==> config.mk <==
export PLATFORM = sky130hd
export DESIGN_NAME = bounded_priority_queue
export DESIGN_NICKNAME = d
export VERILOG_FILES = /design/src/hw/rtl/bpq_pkg.sv /design/src/hw/rtl/bounded_priority_queue.sv /design/src/hw/rtl/bpq_mem.sv /design/src/hw/rtl/bpq_engine.sv
export VERILOG_INCLUDE_DIRS = /design/src /design/src/hw/rtl
export SDC_FILE = /design/constraint.sdc
export NUM_CORES = 1
export LEC_CHECK = 0
export BUFFER_PORTS_ARGS = -buffer_cell sky130_fd_sc_hd__buf_4
export CAP_MARGIN = 20
export CORE_ASPECT_RATIO = 0.9
export CORE_UTILIZATION = 25
export CTS_CLUSTER_DIAMETER = 60
export DETAILED_ROUTE_END_ITERATION = 16
export PLACE_DENSITY = 0.44
export SKIP_CTS_REPAIR_TIMING = 1
export SLEW_MARGIN = 30
export SYNTH_ARGS = -nofsm -noshare
export SYNTH_HDL_FRONTEND = slang
export SYNTH_SLANG_ARGS = --single-unit
export TNS_END_PERCENT = 50
==> constraint.sdc <==
create_clock -name clk -period 8.6 [get_ports clk]
set_input_delay 0.43 -clock clk [delete_from_list [all_inputs] [get_ports clk]]
set_output_delay 0.43 -clock clk [all_outputs]
set_load 0.02 [all_outputs]
==> src/hw/rtl/bounded_priority_queue_assert.svh <==
// ----------------------------------------------------------------------------
// Assertion macros for the bounded priority queue
// Implication checks with an asynchronous active-low reset disable.
// ----------------------------------------------------------------------------
`ifndef BOUNDED_PRIORITY_QUEUE_ASSERT_SVH
`define BOUNDED_PRIORITY_QUEUE_ASSERT_SVH

// same-cycle implication
`define BPQ_ASSERT_IMP(name, clk, rst_n, ante, cons) \
	name: assert property (@(posedge clk) disable iff (!rst_n) (ante) |-> (cons)) \
		else $error("bpq check failed");

// next-cycle implication
`define BPQ_ASSERT_NXT(name, clk, rst_n, ante, cons) \
	name: assert property (@(posedge clk) disable iff (!rst_n) (ante) |=> (cons)) \
		else $error("bpq check failed");

`endif

==> src/hw/rtl/bpq_pkg.sv <==
// ----------------------------------------------------------------------------
// bpq_pkg
// Shared types, operation and status codes for the bounded priority queue.
// ----------------------------------------------------------------------------
`timescale 1ns / 1ps

package bpq_pkg;

	localparam int DEPTH_DEF         = 16;
	localparam int VALUE_BITS_DEF    = 32;
	localparam int PRIORITY_BITS_DEF = 8;

	localparam int FUNC_W   = 2;
	localparam int IVALUE_W = 32;
	localparam int IPRIO_W  = 8;
	localparam int STATUS_W = 2;
	localparam int COUNT_W  = 5;
	localparam int OVALUE_W = 32;

	localparam logic [FUNC_W-1:0] FUNC_INSERT = 2'd0;
	localparam logic [FUNC_W-1:0] FUNC_REMOVE = 2'd1;
	localparam logic [FUNC_W-1:0] FUNC_QUERY  = 2'd2;

	localparam logic [STATUS_W-1:0] ST_OK    = 2'd0;
	localparam logic [STATUS_W-1:0] ST_FULL  = 2'd1;
	localparam logic [STATUS_W-1:0] ST_EMPTY = 2'd2;

	typedef struct packed {
		logic [FUNC_W-1:0]   func;
		logic [IVALUE_W-1:0] item_value;
		logic [IPRIO_W-1:0]  item_priority;
	} req_t;

	typedef struct packed {
		logic [STATUS_W-1:0] status;
		logic [COUNT_W-1:0]  entry_count;
		logic [OVALUE_W-1:0] oldest_value;
		logic                oldest_valid;
	} rsp_t;

endpackage

==> src/hw/rtl/bounded_priority_queue.sv <==
// ----------------------------------------------------------------------------
// bounded_priority_queue
// Stable priority queue of up to DEPTH entries held in one entry store.
// ----------------------------------------------------------------------------
// Usage:
//   Requests enter on req (req_valid/req_ready); each yields exactly one
//   response on rsp (rsp_valid/rsp_ready). func selects insert, remove of the
//   oldest highest-priority entry, or query.
//   Insert and query: the sequencer registers the result in its done state,
//   then the output register takes it; no new request is taken until then.
//   Remove with N stored entries: a scan reads all N entries through the
//   store's read port, one per cycle, then the younger entries are moved down
//   one per cycle, paced by the store's single read port.
//   A response waits in an output register; the next request is taken while
//   it waits, and the sequencer holds its finished result until that
//   register frees. A stalled receiver thus stalls at most one request.
//   Reset empties the queue at once; no clearing pass is needed.
// ----------------------------------------------------------------------------
`timescale 1ns / 1ps

`include "bounded_priority_queue_assert.svh"

module bounded_priority_queue #(
	parameter int DEPTH         = bpq_pkg::DEPTH_DEF,
	parameter int VALUE_BITS    = bpq_pkg::VALUE_BITS_DEF,
	parameter int PRIORITY_BITS = bpq_pkg::PRIORITY_BITS_DEF
) (
	input  logic          clk,
	input  logic          arst_n,
	input  logic          req_valid,
	output logic          req_ready,
	input  bpq_pkg::req_t req,
	output logic          rsp_valid,
	input  logic          rsp_ready,
	output bpq_pkg::rsp_t rsp
);

	logic          res_valid;
	logic          res_ready;
	bpq_pkg::rsp_t res;
	logic          rsp_valid_q;
	bpq_pkg::rsp_t rsp_q;

	bpq_engine #(
		.DEPTH         (DEPTH),
		.VALUE_BITS    (VALUE_BITS),
		.PRIORITY_BITS (PRIORITY_BITS)
	) u_engine (
		.clk       (clk),
		.arst_n    (arst_n),
		.req_valid (req_valid),
		.req_ready (req_ready),
		.req       (req),
		.res_valid (res_valid),
		.res_ready (res_ready),
		.res       (res)
	);

	assign res_ready = !rsp_valid_q || rsp_ready;

	always_ff @(posedge clk or negedge arst_n) begin
		if (!arst_n) begin
			rsp_valid_q <= 1'b0;
		end else if (res_valid && res_ready) begin
			rsp_valid_q <= 1'b1;
		end else if (rsp_ready) begin
			rsp_valid_q <= 1'b0;
		end
	end

	always_ff @(posedge clk) begin
		if (res_valid && res_ready) begin
			rsp_q <= res;
		end
	end

	assign rsp_valid = rsp_valid_q;
	assign rsp       = rsp_q;

	`BPQ_ASSERT_NXT(a_busy_after_req, clk, arst_n, req_valid && req_ready, !req_ready)
	`BPQ_ASSERT_IMP(a_no_req_while_res, clk, arst_n, res_valid, !req_ready)
	`BPQ_ASSERT_IMP(a_full_not_empty, clk, arst_n, rsp_valid && rsp.status == bpq_pkg::ST_FULL, rsp.oldest_valid)
	`BPQ_ASSERT_IMP(a_empty_zero, clk, arst_n, rsp_valid && rsp.status == bpq_pkg::ST_EMPTY, !rsp.oldest_valid && rsp.oldest_value == '0)

endmodule

==> src/hw/rtl/bpq_mem.sv <==
// ----------------------------------------------------------------------------
// bpq_mem
// Entry store: one write port, one read port, registered read data.
// ----------------------------------------------------------------------------
`timescale 1ns / 1ps

module bpq_mem #(
	parameter int DEPTH = bpq_pkg::DEPTH_DEF,
	parameter int WIDTH = bpq_pkg::VALUE_BITS_DEF + bpq_pkg::PRIORITY_BITS_DEF,
	localparam int AW = $clog2(DEPTH)
) (
	input  logic             clk,
	input  logic             wr_en,
	input  logic [AW-1:0]    wr_addr,
	input  logic [WIDTH-1:0] wr_data,
	input  logic             rd_en,
	input  logic [AW-1:0]    rd_addr,
	output logic [WIDTH-1:0] rd_data
);

	logic [WIDTH-1:0] mem [DEPTH];

	always_ff @(posedge clk) begin
		if (wr_en) begin
			mem[wr_addr] <= wr_data;
		end
	end

	always_ff @(posedge clk) begin
		if (rd_en) begin
			rd_data <= mem[rd_addr];
		end
	end

endmodule

==> src/hw/rtl/bpq_engine.sv <==
// ----------------------------------------------------------------------------
// bpq_engine
// Request sequencer: append on insert, scan-then-compact on remove, report on query.
// ----------------------------------------------------------------------------
`timescale 1ns / 1ps

module bpq_engine #(
	parameter int DEPTH         = bpq_pkg::DEPTH_DEF,
	parameter int VALUE_BITS    = bpq_pkg::VALUE_BITS_DEF,
	parameter int PRIORITY_BITS = bpq_pkg::PRIORITY_BITS_DEF
) (
	input  logic          clk,
	input  logic          arst_n,
	input  logic          req_valid,
	output logic          req_ready,
	input  bpq_pkg::req_t req,
	output logic          res_valid,
	input  logic          res_ready,
	output bpq_pkg::rsp_t res
);

	localparam int AW    = $clog2(DEPTH);
	localparam int CNT_W = $clog2(DEPTH + 1);
	localparam int MW    = VALUE_BITS + PRIORITY_BITS;

	localparam logic [1:0] S_IDLE  = 2'd0;
	localparam logic [1:0] S_SCAN  = 2'd1;
	localparam logic [1:0] S_SHIFT = 2'd2;
	localparam logic [1:0] S_DONE  = 2'd3;

	logic [1:0]                 state_q;
	logic [CNT_W-1:0]           count_q;
	logic [VALUE_BITS-1:0]      oldest_q;
	logic [bpq_pkg::STATUS_W-1:0] status_q;
	logic [CNT_W-1:0]           ptr_q;
	logic                       vld_s1;
	logic [AW-1:0]              idx_s1;
	logic [PRIORITY_BITS-1:0]   best_prio_q;
	logic [AW-1:0]              best_idx_q;

	logic                       wr_en;
	logic [AW-1:0]              wr_addr;
	logic [MW-1:0]              wr_data;
	logic                       rd_en;
	logic [AW-1:0]              rd_addr;
	logic [MW-1:0]              rd_data;

	logic                       full;
	logic                       empty;
	logic                       more;
	logic [PRIORITY_BITS-1:0]   rd_prio;

	assign full    = (count_q == CNT_W'(DEPTH));
	assign empty   = (count_q == '0);
	assign more    = (ptr_q < count_q);
	assign rd_prio = rd_data[MW-1:VALUE_BITS];

	bpq_mem #(
		.DEPTH (DEPTH),
		.WIDTH (MW)
	) u_mem (
		.clk     (clk),
		.wr_en   (wr_en),
		.wr_addr (wr_addr),
		.wr_data (wr_data),
		.rd_en   (rd_en),
		.rd_addr (rd_addr),
		.rd_data (rd_data)
	);

	// memory port control; each phase owns the port, so no same-entry overlap
	always_comb begin
		wr_en   = 1'b0;
		wr_addr = count_q[AW-1:0];
		wr_data = {PRIORITY_BITS'(req.item_priority), VALUE_BITS'(req.item_value)};
		rd_en   = 1'b0;
		rd_addr = ptr_q[AW-1:0];
		unique case (state_q)
			S_IDLE: begin
				if (req_valid && req.func == bpq_pkg::FUNC_INSERT && !full) begin
					wr_en = 1'b1;
				end
				if (req_valid && req.func == bpq_pkg::FUNC_REMOVE && !empty) begin
					rd_en   = 1'b1;
					rd_addr = '0;
				end
			end
			S_SCAN: begin
				rd_en = more;
			end
			S_SHIFT: begin
				rd_en = more;
				if (vld_s1) begin
					wr_en   = 1'b1;
					wr_addr = idx_s1;
					wr_data = rd_data;
				end
			end
			default: ;
		endcase
	end

	always_ff @(posedge clk or negedge arst_n) begin
		if (!arst_n) begin
			state_q     <= S_IDLE;
			count_q     <= '0;
			oldest_q    <= '0;
			status_q    <= bpq_pkg::ST_OK;
			ptr_q       <= '0;
			vld_s1      <= 1'b0;
			idx_s1      <= '0;
			best_prio_q <= '0;
			best_idx_q  <= '0;
		end else begin
			unique case (state_q)
				S_IDLE: begin
					if (req_valid) begin
						status_q <= bpq_pkg::ST_OK;
						state_q  <= S_DONE;
						unique case (req.func)
							bpq_pkg::FUNC_INSERT: begin
								if (full) begin
									status_q <= bpq_pkg::ST_FULL;
								end else begin
									if (empty) begin
										oldest_q <= VALUE_BITS'(req.item_value);
									end
									count_q <= count_q + CNT_W'(1);
								end
							end
							bpq_pkg::FUNC_REMOVE: begin
								if (empty) begin
									status_q <= bpq_pkg::ST_EMPTY;
								end else begin
									ptr_q   <= CNT_W'(1);
									idx_s1  <= '0;
									vld_s1  <= 1'b1;
									state_q <= S_SCAN;
								end
							end
							default: ;
						endcase
					end
				end
				S_SCAN: begin
					// first maximum wins: strict compare keeps the oldest on a tie
					if (vld_s1 && (idx_s1 == '0 || rd_prio > best_prio_q)) begin
						best_prio_q <= rd_prio;
						best_idx_q  <= idx_s1;
					end
					if (vld_s1) begin
						vld_s1 <= more;
						if (more) begin
							idx_s1 <= ptr_q[AW-1:0];
							ptr_q  <= ptr_q + CNT_W'(1);
						end
					end else begin
						ptr_q   <= CNT_W'(best_idx_q) + CNT_W'(1);
						state_q <= S_SHIFT;
					end
				end
				S_SHIFT: begin
					// read entry i+1 while entry i-1 is written back
					if (vld_s1 && idx_s1 == '0) begin
						oldest_q <= rd_data[VALUE_BITS-1:0];
					end
					vld_s1 <= more;
					if (more) begin
						idx_s1 <= AW'(ptr_q - CNT_W'(1));
						ptr_q  <= ptr_q + CNT_W'(1);
					end else if (!vld_s1) begin
						count_q <= count_q - CNT_W'(1);
						state_q <= S_DONE;
					end
				end
				S_DONE: begin
					if (res_ready) begin
						state_q <= S_IDLE;
					end
				end
				default: state_q <= S_IDLE;
			endcase
		end
	end

	assign req_ready        = (state_q == S_IDLE);
	assign res_valid        = (state_q == S_DONE);
	assign res.status       = status_q;
	assign res.entry_count  = bpq_pkg::COUNT_W'(count_q);
	assign res.oldest_value = empty ? '0 : bpq_pkg::OVALUE_W'(oldest_q);
	assign res.oldest_valid = !empty;

endmodule
# After elaboration in Yosys (flattened, before gate mapping)
# Memory sizes are Yosys's and may differ from the RTL's. A register that Yosys moved wholly into a read port is not among the register bits.
# Cells that the tools add are included.
# totals
regBits	104
elab_cells	124
in_bits	46
out_inout_bits	42
ramBits	640
mem_count	1
# mem_list
memory	depth	width	read_ports	rd_clocked_by_memory_dff	wr	line_no	source
u_engine.u_mem.mem	16	40	1	1	1	bpq_mem.sv:21	logic [WIDTH-1:0] mem [DEPTH];
# classes
eq_ne	19
muxes	56
add_sub_neg	5
n_reduce_logical	27
magnitude_cmp	2
# ops
op	count
32-bit 2-to-1 mux	5
40-bit 2-to-1 mux	2
32-bit one-hot mux with 2 select lines	1
5-bit 2-to-1 mux	10
4-bit 2-to-1 mux	10
2-bit 2-to-1 mux	8
2-bit by 1-bit != test with 1-bit output (second input constant)	8
5-bit one-hot mux with 3 select lines	1
1-bit 2-to-1 mux	12
2-bit != test (second input constant)	6
4-bit one-hot mux with 3 select lines	1
6-bit AND reduction	2
5-bit by 1-bit adder with 5-bit output (second input constant)	2
5-bit one-hot mux with 2 select lines	1
8-bit > comparator	1
2-bit one-hot mux with 4 select lines	1
1-bit logical AND	7
7-bit AND reduction	1
4-bit by 1-bit adder with 5-bit output (second input constant)	1
5-bit equality test (second input constant)	1
5-bit zero test	1
5-bit less-than comparator	1
5-bit AND reduction	1
5-bit by 1-bit subtractor with 5-bit output (second input constant)	1
other kinds (15)	24

# Longest topological paths before layout
# depth
word_depth	7
depth_mapped	11
depth_no_buf	10

# Modules after synthesis
# A second synthesis with hierarchy kept.
# unflattened
hier_cells	1505
hier_area_um2	31442.7
# by_module_without_submodules
module	seq_area_each_um2	instances	area_per_inst_um2	cells_each
bpq_mem	20419.6	1	25532.0	1040
bpq_engine	1576.5	1	4655.7	421
bounded_priority_queue	1226.2	1	1255.0	44

# Worst setup path before layout
# OpenSTA, ideal clock, no wires.
# synth_path
path_kind	flip-flop to flip-flop
startpoint	reg u_engine.state_q[0]
endpoint	mem u_engine.u_mem.mem[12][0] (netlist name), enable pin
arrival_ns	3.603
stages_incl_launch_ff	9
t_required_ns	8.149
setup_slack_ns	4.546
path_buffers	3
path_cell_list	dfrtp_1 > inv_1 > ha_1 > clkbuf_1 > and2_1 > clkbuf_1 > clkbuf_1 > a21oi_1 > a21oi_1
# synth_via
elab_chain_len	4
word_cells_on_any_way	6
classes_between	eq/ne: 1; mux: 4; reduce/logical: 1
# synth_rtl
item	line_no	source
start: declaration	bpq_engine.sv:31	logic [1:0] state_q;
start signal: assignment	bpq_engine.sv:105	state_q <= S_IDLE;
start signal: assignment	bpq_engine.sv:119	state_q <= S_DONE;
start signal: assignment	bpq_engine.sv:138	state_q <= S_SCAN;
2-bit equality test / 2-bit zero test (equally long branches)	bpq_engine.sv:78	unique case (state_q)
1-bit one-hot mux with 2 select lines	bpq_engine.sv:78	
1-bit 2-to-1 mux	bpq_mem.sv:24	if (wr_en) begin
1-bit 2-to-1 mux (implied by the code)	bpq_mem.sv:25	mem[wr_addr] <= wr_data;
end: declaration	bpq_mem.sv:21	
# Several ways; a longest one is shown, not always the timed one.

# Worst setup path after layout
# layout_path
startpoint	reg u_engine.ptr_q[1]
endpoint	reg u_engine.u_mem.rd_data[17] (read register of u_engine.u_mem.mem), enable pin
# layout_via
elab_chain_len	2
word_cells_on_any_way	4
classes_between	order compare: 1; mux: 3
# layout_rtl
item	line_no	source
start: declaration	bpq_engine.sv:35	logic [CNT_W-1:0] ptr_q;
start signal: assignment	bpq_engine.sv:155	ptr_q <= ptr_q + CNT_W'(1);
start signal: assignment	bpq_engine.sv:158	ptr_q <= CNT_W'(best_idx_q) + CNT_W'(1);
start signal: assignment	bpq_engine.sv:170	ptr_q <= ptr_q + CNT_W'(1);
5-bit less-than comparator	bpq_engine.sv:55	assign more = (ptr_q < count_q);
1-bit one-hot mux with 2 select lines	bpq_engine.sv:78	
net u_engine.rd_en	bpq_engine.sv:44	logic rd_en;
end: declaration	bpq_mem.sv:18	output logic [WIDTH-1:0] rd_data
# The timed path passes the listed nets, and every way through them passes these cells.
# A chain may end at the register's enable or synchronous reset.

==> impl_metrics.env <==
export IMPL_status="finished clean"
export IMPL_slew_headroom_pct=32.0
export IMPL_hold_violations=0
export IMPL_routed_wl_um=90400
export IMPL_rsz0062_at_grt="false"
export IMPL_globalplace_congestion=0.736
export IMPL_io_buffers=87
export IMPL_critPathKind="register to register"
export IMPL_die_height_um=340
export IMPL_grt_max_degree=81
export IMPL_cpMaxStageDelayCell="dfrtp_4"
export IMPL_synth_cells=2035
export IMPL_drive_gt1_share_pct=15.4
export IMPL_syn_area_per_cell_um2=15.6
export IMPL_worstPathCellList="buf_4, ha_1, nand2_1, o21ai_1, a31oi_1, a21oi_1, nor2_4, buf_4"
export IMPL_cts_sinks=784
export IMPL_io_pins=88
export IMPL_synthArstFlopShare_pct=8.16
export IMPL_vias=18200
export IMPL_cts_made_buffers=81
export IMPL_ir_worst_vdd_mv=0.256
export IMPL_avgViaCountPerCell=4.72
export IMPL_drc_errors=0
export IMPL_worstPathArrival_ns=4.63
export IMPL_tightest_slew_ns=1.02
export IMPL_power_leakage_nw=12.7
export IMPL_fmax_mhz=229
export IMPL_antenna_found_initial=5
export IMPL_clk_root_buffer_cell="clkbuf_16"
export IMPL_hp_class="input port to register"
export IMPL_syn_num_nets=2104
export IMPL_required_ns=8.86
export IMPL_internal_power_mw=8.74
export IMPL_cpLargestDelayFamily="buffers and inverters"
export IMPL_dpl_hpwl_um=47800
export IMPL_maxCapViolCount=0
export IMPL_rows=123
export IMPL_clockBufferDepth=3
export IMPL_syn_area_mm2=0.0317
export IMPL_yosysWarnings=0
export IMPL_drtIter0Drc=1603
export IMPL_pwr_density_cell_mw_per_mm2=358
export IMPL_grt_use_total_pct=14.0
export IMPL_fillCellCount=12500
export IMPL_finalSetupViolations=0
export IMPL_clockPowerShare_pct=27.4
export IMPL_p_sw_share_pct=34.3
export IMPL_fin_crit_sh_pct=50.7
export IMPL_total_power_mw=13.3
export IMPL_holdWs_ns=0.0804
export IMPL_placed_area_mm2=0.0344
export IMPL_wl_per_cell_um=23.4
export IMPL_postLayoutCoreUtil_pct=29.6
export IMPL_drtAntennaViolNets=0
export IMPL_yosysUniqueCellTypes=54
export IMPL_sequentialPowerShare_pct=43.5
export IMPL_cpPeakStageDelay_ns=0.81
export IMPL_overflow=0
export IMPL_finalCriticalPeriod_ns=4.36
export IMPL_comb_power_share_pct=29.1
export IMPL_core_area_mm2=0.125
export IMPL_synth_ff_type="edfxtp_1"
export IMPL_die_area_mm2=0.128
export IMPL_path_common_cell="buf_4"
export IMPL_dr_pass1_iters=5
export IMPL_final_area_mm2=0.0372
export IMPL_synth_seq_cells=784
export IMPL_cts_tree="done"
export IMPL_n_antenna_cell=0
export IMPL_path_clk_slew_ns=0.06
export IMPL_clock_skew_final_ns=0.0251
export IMPL_synth_enable_flop_cells=720
export IMPL_endpoint_kind="register"
export IMPL_cp_start_kind="register"
export IMPL_p_sw_mw=4.57
export IMPL_final_nets=2177
export IMPL_r2r_slack_ns=4.24
export IMPL_slew_viol_final=0
export IMPL_area_delta_synth_final_pct=17.1
export IMPL_cp_num_buf_inv=2
export IMPL_fin_setup_tns_ns=0
export IMPL_grt_pass1_wl_um=131000
export IMPL_synth_seq_area_share_pct=73.2
export IMPL_h_tree_depth=3
export IMPL_die_x_um=377
export IMPL_cp_max_fo=50
export IMPL_clock_latency_ns=0.66
export IMPL_grt_pass1_vias=18100
export IMPL_initial_core_util_pct=25.3
-- metrics by stage --
stage,worst slack [ns],instances
floorplan,4.55,2035
global placement,4.31,3711
detailed placement,4.25,3711
CTS,4.24,3859
global route,4.05,3860
finish,4.24,3860
-- placed cells by master, fill, tap and decap left out, drive strengths merged, types with 2 or more instances in the layout --
cell,Yosys,layout
inv,25,27
ha,22,22
nand2b,4,4
edfxtp,720,720
bufinv,0,11
a32o,3,3
and3,5,5
dfrtp,64,64
clkinvlp,0,2
a21o,4,4
o221ai,42,42
o21ai,87,87
buf,49,127
nor2,64,64
o22ai,2,2
o221a,40,40
nor2b,7,7
a22oi,4,4
a22o,2,2
and2,36,36
nor4,2,2
a31oi,47,47
nand4,2,2
mux2,54,54
mux2i,237,237
clkbuf,89,107
o32ai,42,42
nand3,8,8
xnor2,3,3
nand2,212,212
a221oi,40,40
a21oi,93,93
nor3,6,6
xor2,5,5
clkinv,0,26
-- power groups by stage --
stage	Combinational [mW]	Sequential [mW]	Clock, mW
5_1_grt	4.24	5.85	3.88
4_1_cts	3.93	5.79	3.73
3_3_place_gp	3.85	5.84	0
2_1_floorplan	2.44	5.74	0
6_report	3.88	5.78	3.65
3_5_place_dp	3.92	5.85	0
-- cell usage after synthesis, drive strengths merged, types with 4 or more instances --
library cell / count / area share (%)
a21o: 4 / 0.095
a21oi: 93 / 1.5
a221oi: 40 / 1.1
a22oi: 4 / 0.095
a31oi: 47 / 0.93
and2: 36 / 0.71
and3: 5 / 0.099
buf: 49 / 0.81
clkbuf: 89 / 1.1
dfrtp: 64 / 5.0
edfxtp: 720 / 68
ha: 22 / 0.87
inv: 25 / 0.30
mux2: 54 / 1.9
mux2i: 237 / 7.5
nand2: 212 / 2.5
nand2b: 4 / 0.079
nand3: 8 / 0.13
nor2: 64 / 0.76
nor2b: 7 / 0.14
nor3: 6 / 0.13
o21ai: 87 / 1.4
o221a: 40 / 1.4
o221ai: 42 / 1.2
o32ai: 42 / 1.2
xor2: 5 / 0.14
-- logic make-up (layout without fill, tap and decap cells) --
family / Yosys count / in the layout / share of synthesized area, %
simple gates: 350 / 350 / 4.80
flops: 784 / 784 / 73.2
buf+inv: 163 / 301 / 2.16
xor+xnor: 8 / 8 / 0.221
fa+ha+maj: 23 / 23 / 0.931
mux: 291 / 291 / 9.40
compound gates: 416 / 416 / 9.29
-- final timing paths --
path | start | end | cells after the start
setup / recovery | u_engine.ptr_q[1] | u_engine.u_mem.rd_data[17] | 8
hold / removal | req[29] | u_engine.oldest_q[21] | 3
setup reg to reg | u_engine.ptr_q[1] | u_engine.u_mem.rd_data[17] | 8
hold reg to reg | u_engine.status_q[0] | rsp[38] | 0
max in group asynchronous | arst_n | u_engine.oldest_q[10] | 3
min in group asynchronous | arst_n | u_engine.best_prio_q[2] | 2
-- flip-flops by register name, summed over array words and instances (netlist names), 2 cells and up --
name                    cells
u_engine.status_q           2
u_engine.best_idx_q         4
rsp                        40
u_engine.ptr_q              5
u_engine.best_prio_q        8
u_engine.count_q            5
u_engine.u_mem.rd_data     40
u_engine.oldest_q          32
u_engine.idx_s1             4
u_engine.u_mem.mem        640
u_engine.state_q            2
-- layout make-up --
type | count | area, µm² | share of cell area [%]
multi-input combinational | 1088 | 8030 | 21.6
sequential | 784 | 23200 | 62.5
timing repair buffer | 128 | 975 | 2.62
clock inverter | 41 | 492 | 1.32
clock buffer | 107 | 2220 | 5.97
inverter | 25 | 93.8 | 0.253
tap | 1687 | 2110 | 5.68
-- tightest hold or removal path, cell delays in order --
cell	delay, ns
buf_4	0.08
mux2i_1	0.05
o21ai_0	0.13
-- per-layer routing --
metal / share of wire [%] / vias to the layer above / GRT usage (%)
met5: 0 / - / 0
met4: 1.5 / 0 / 3.01
met3: 6.4 / 97 / 2.85
met2: 43 / 589 / 20.2
met1: 49 / 9424 / 21.3
li1: - / 8094 / -
Note: power is estimated with default switching activity, not from simulation.
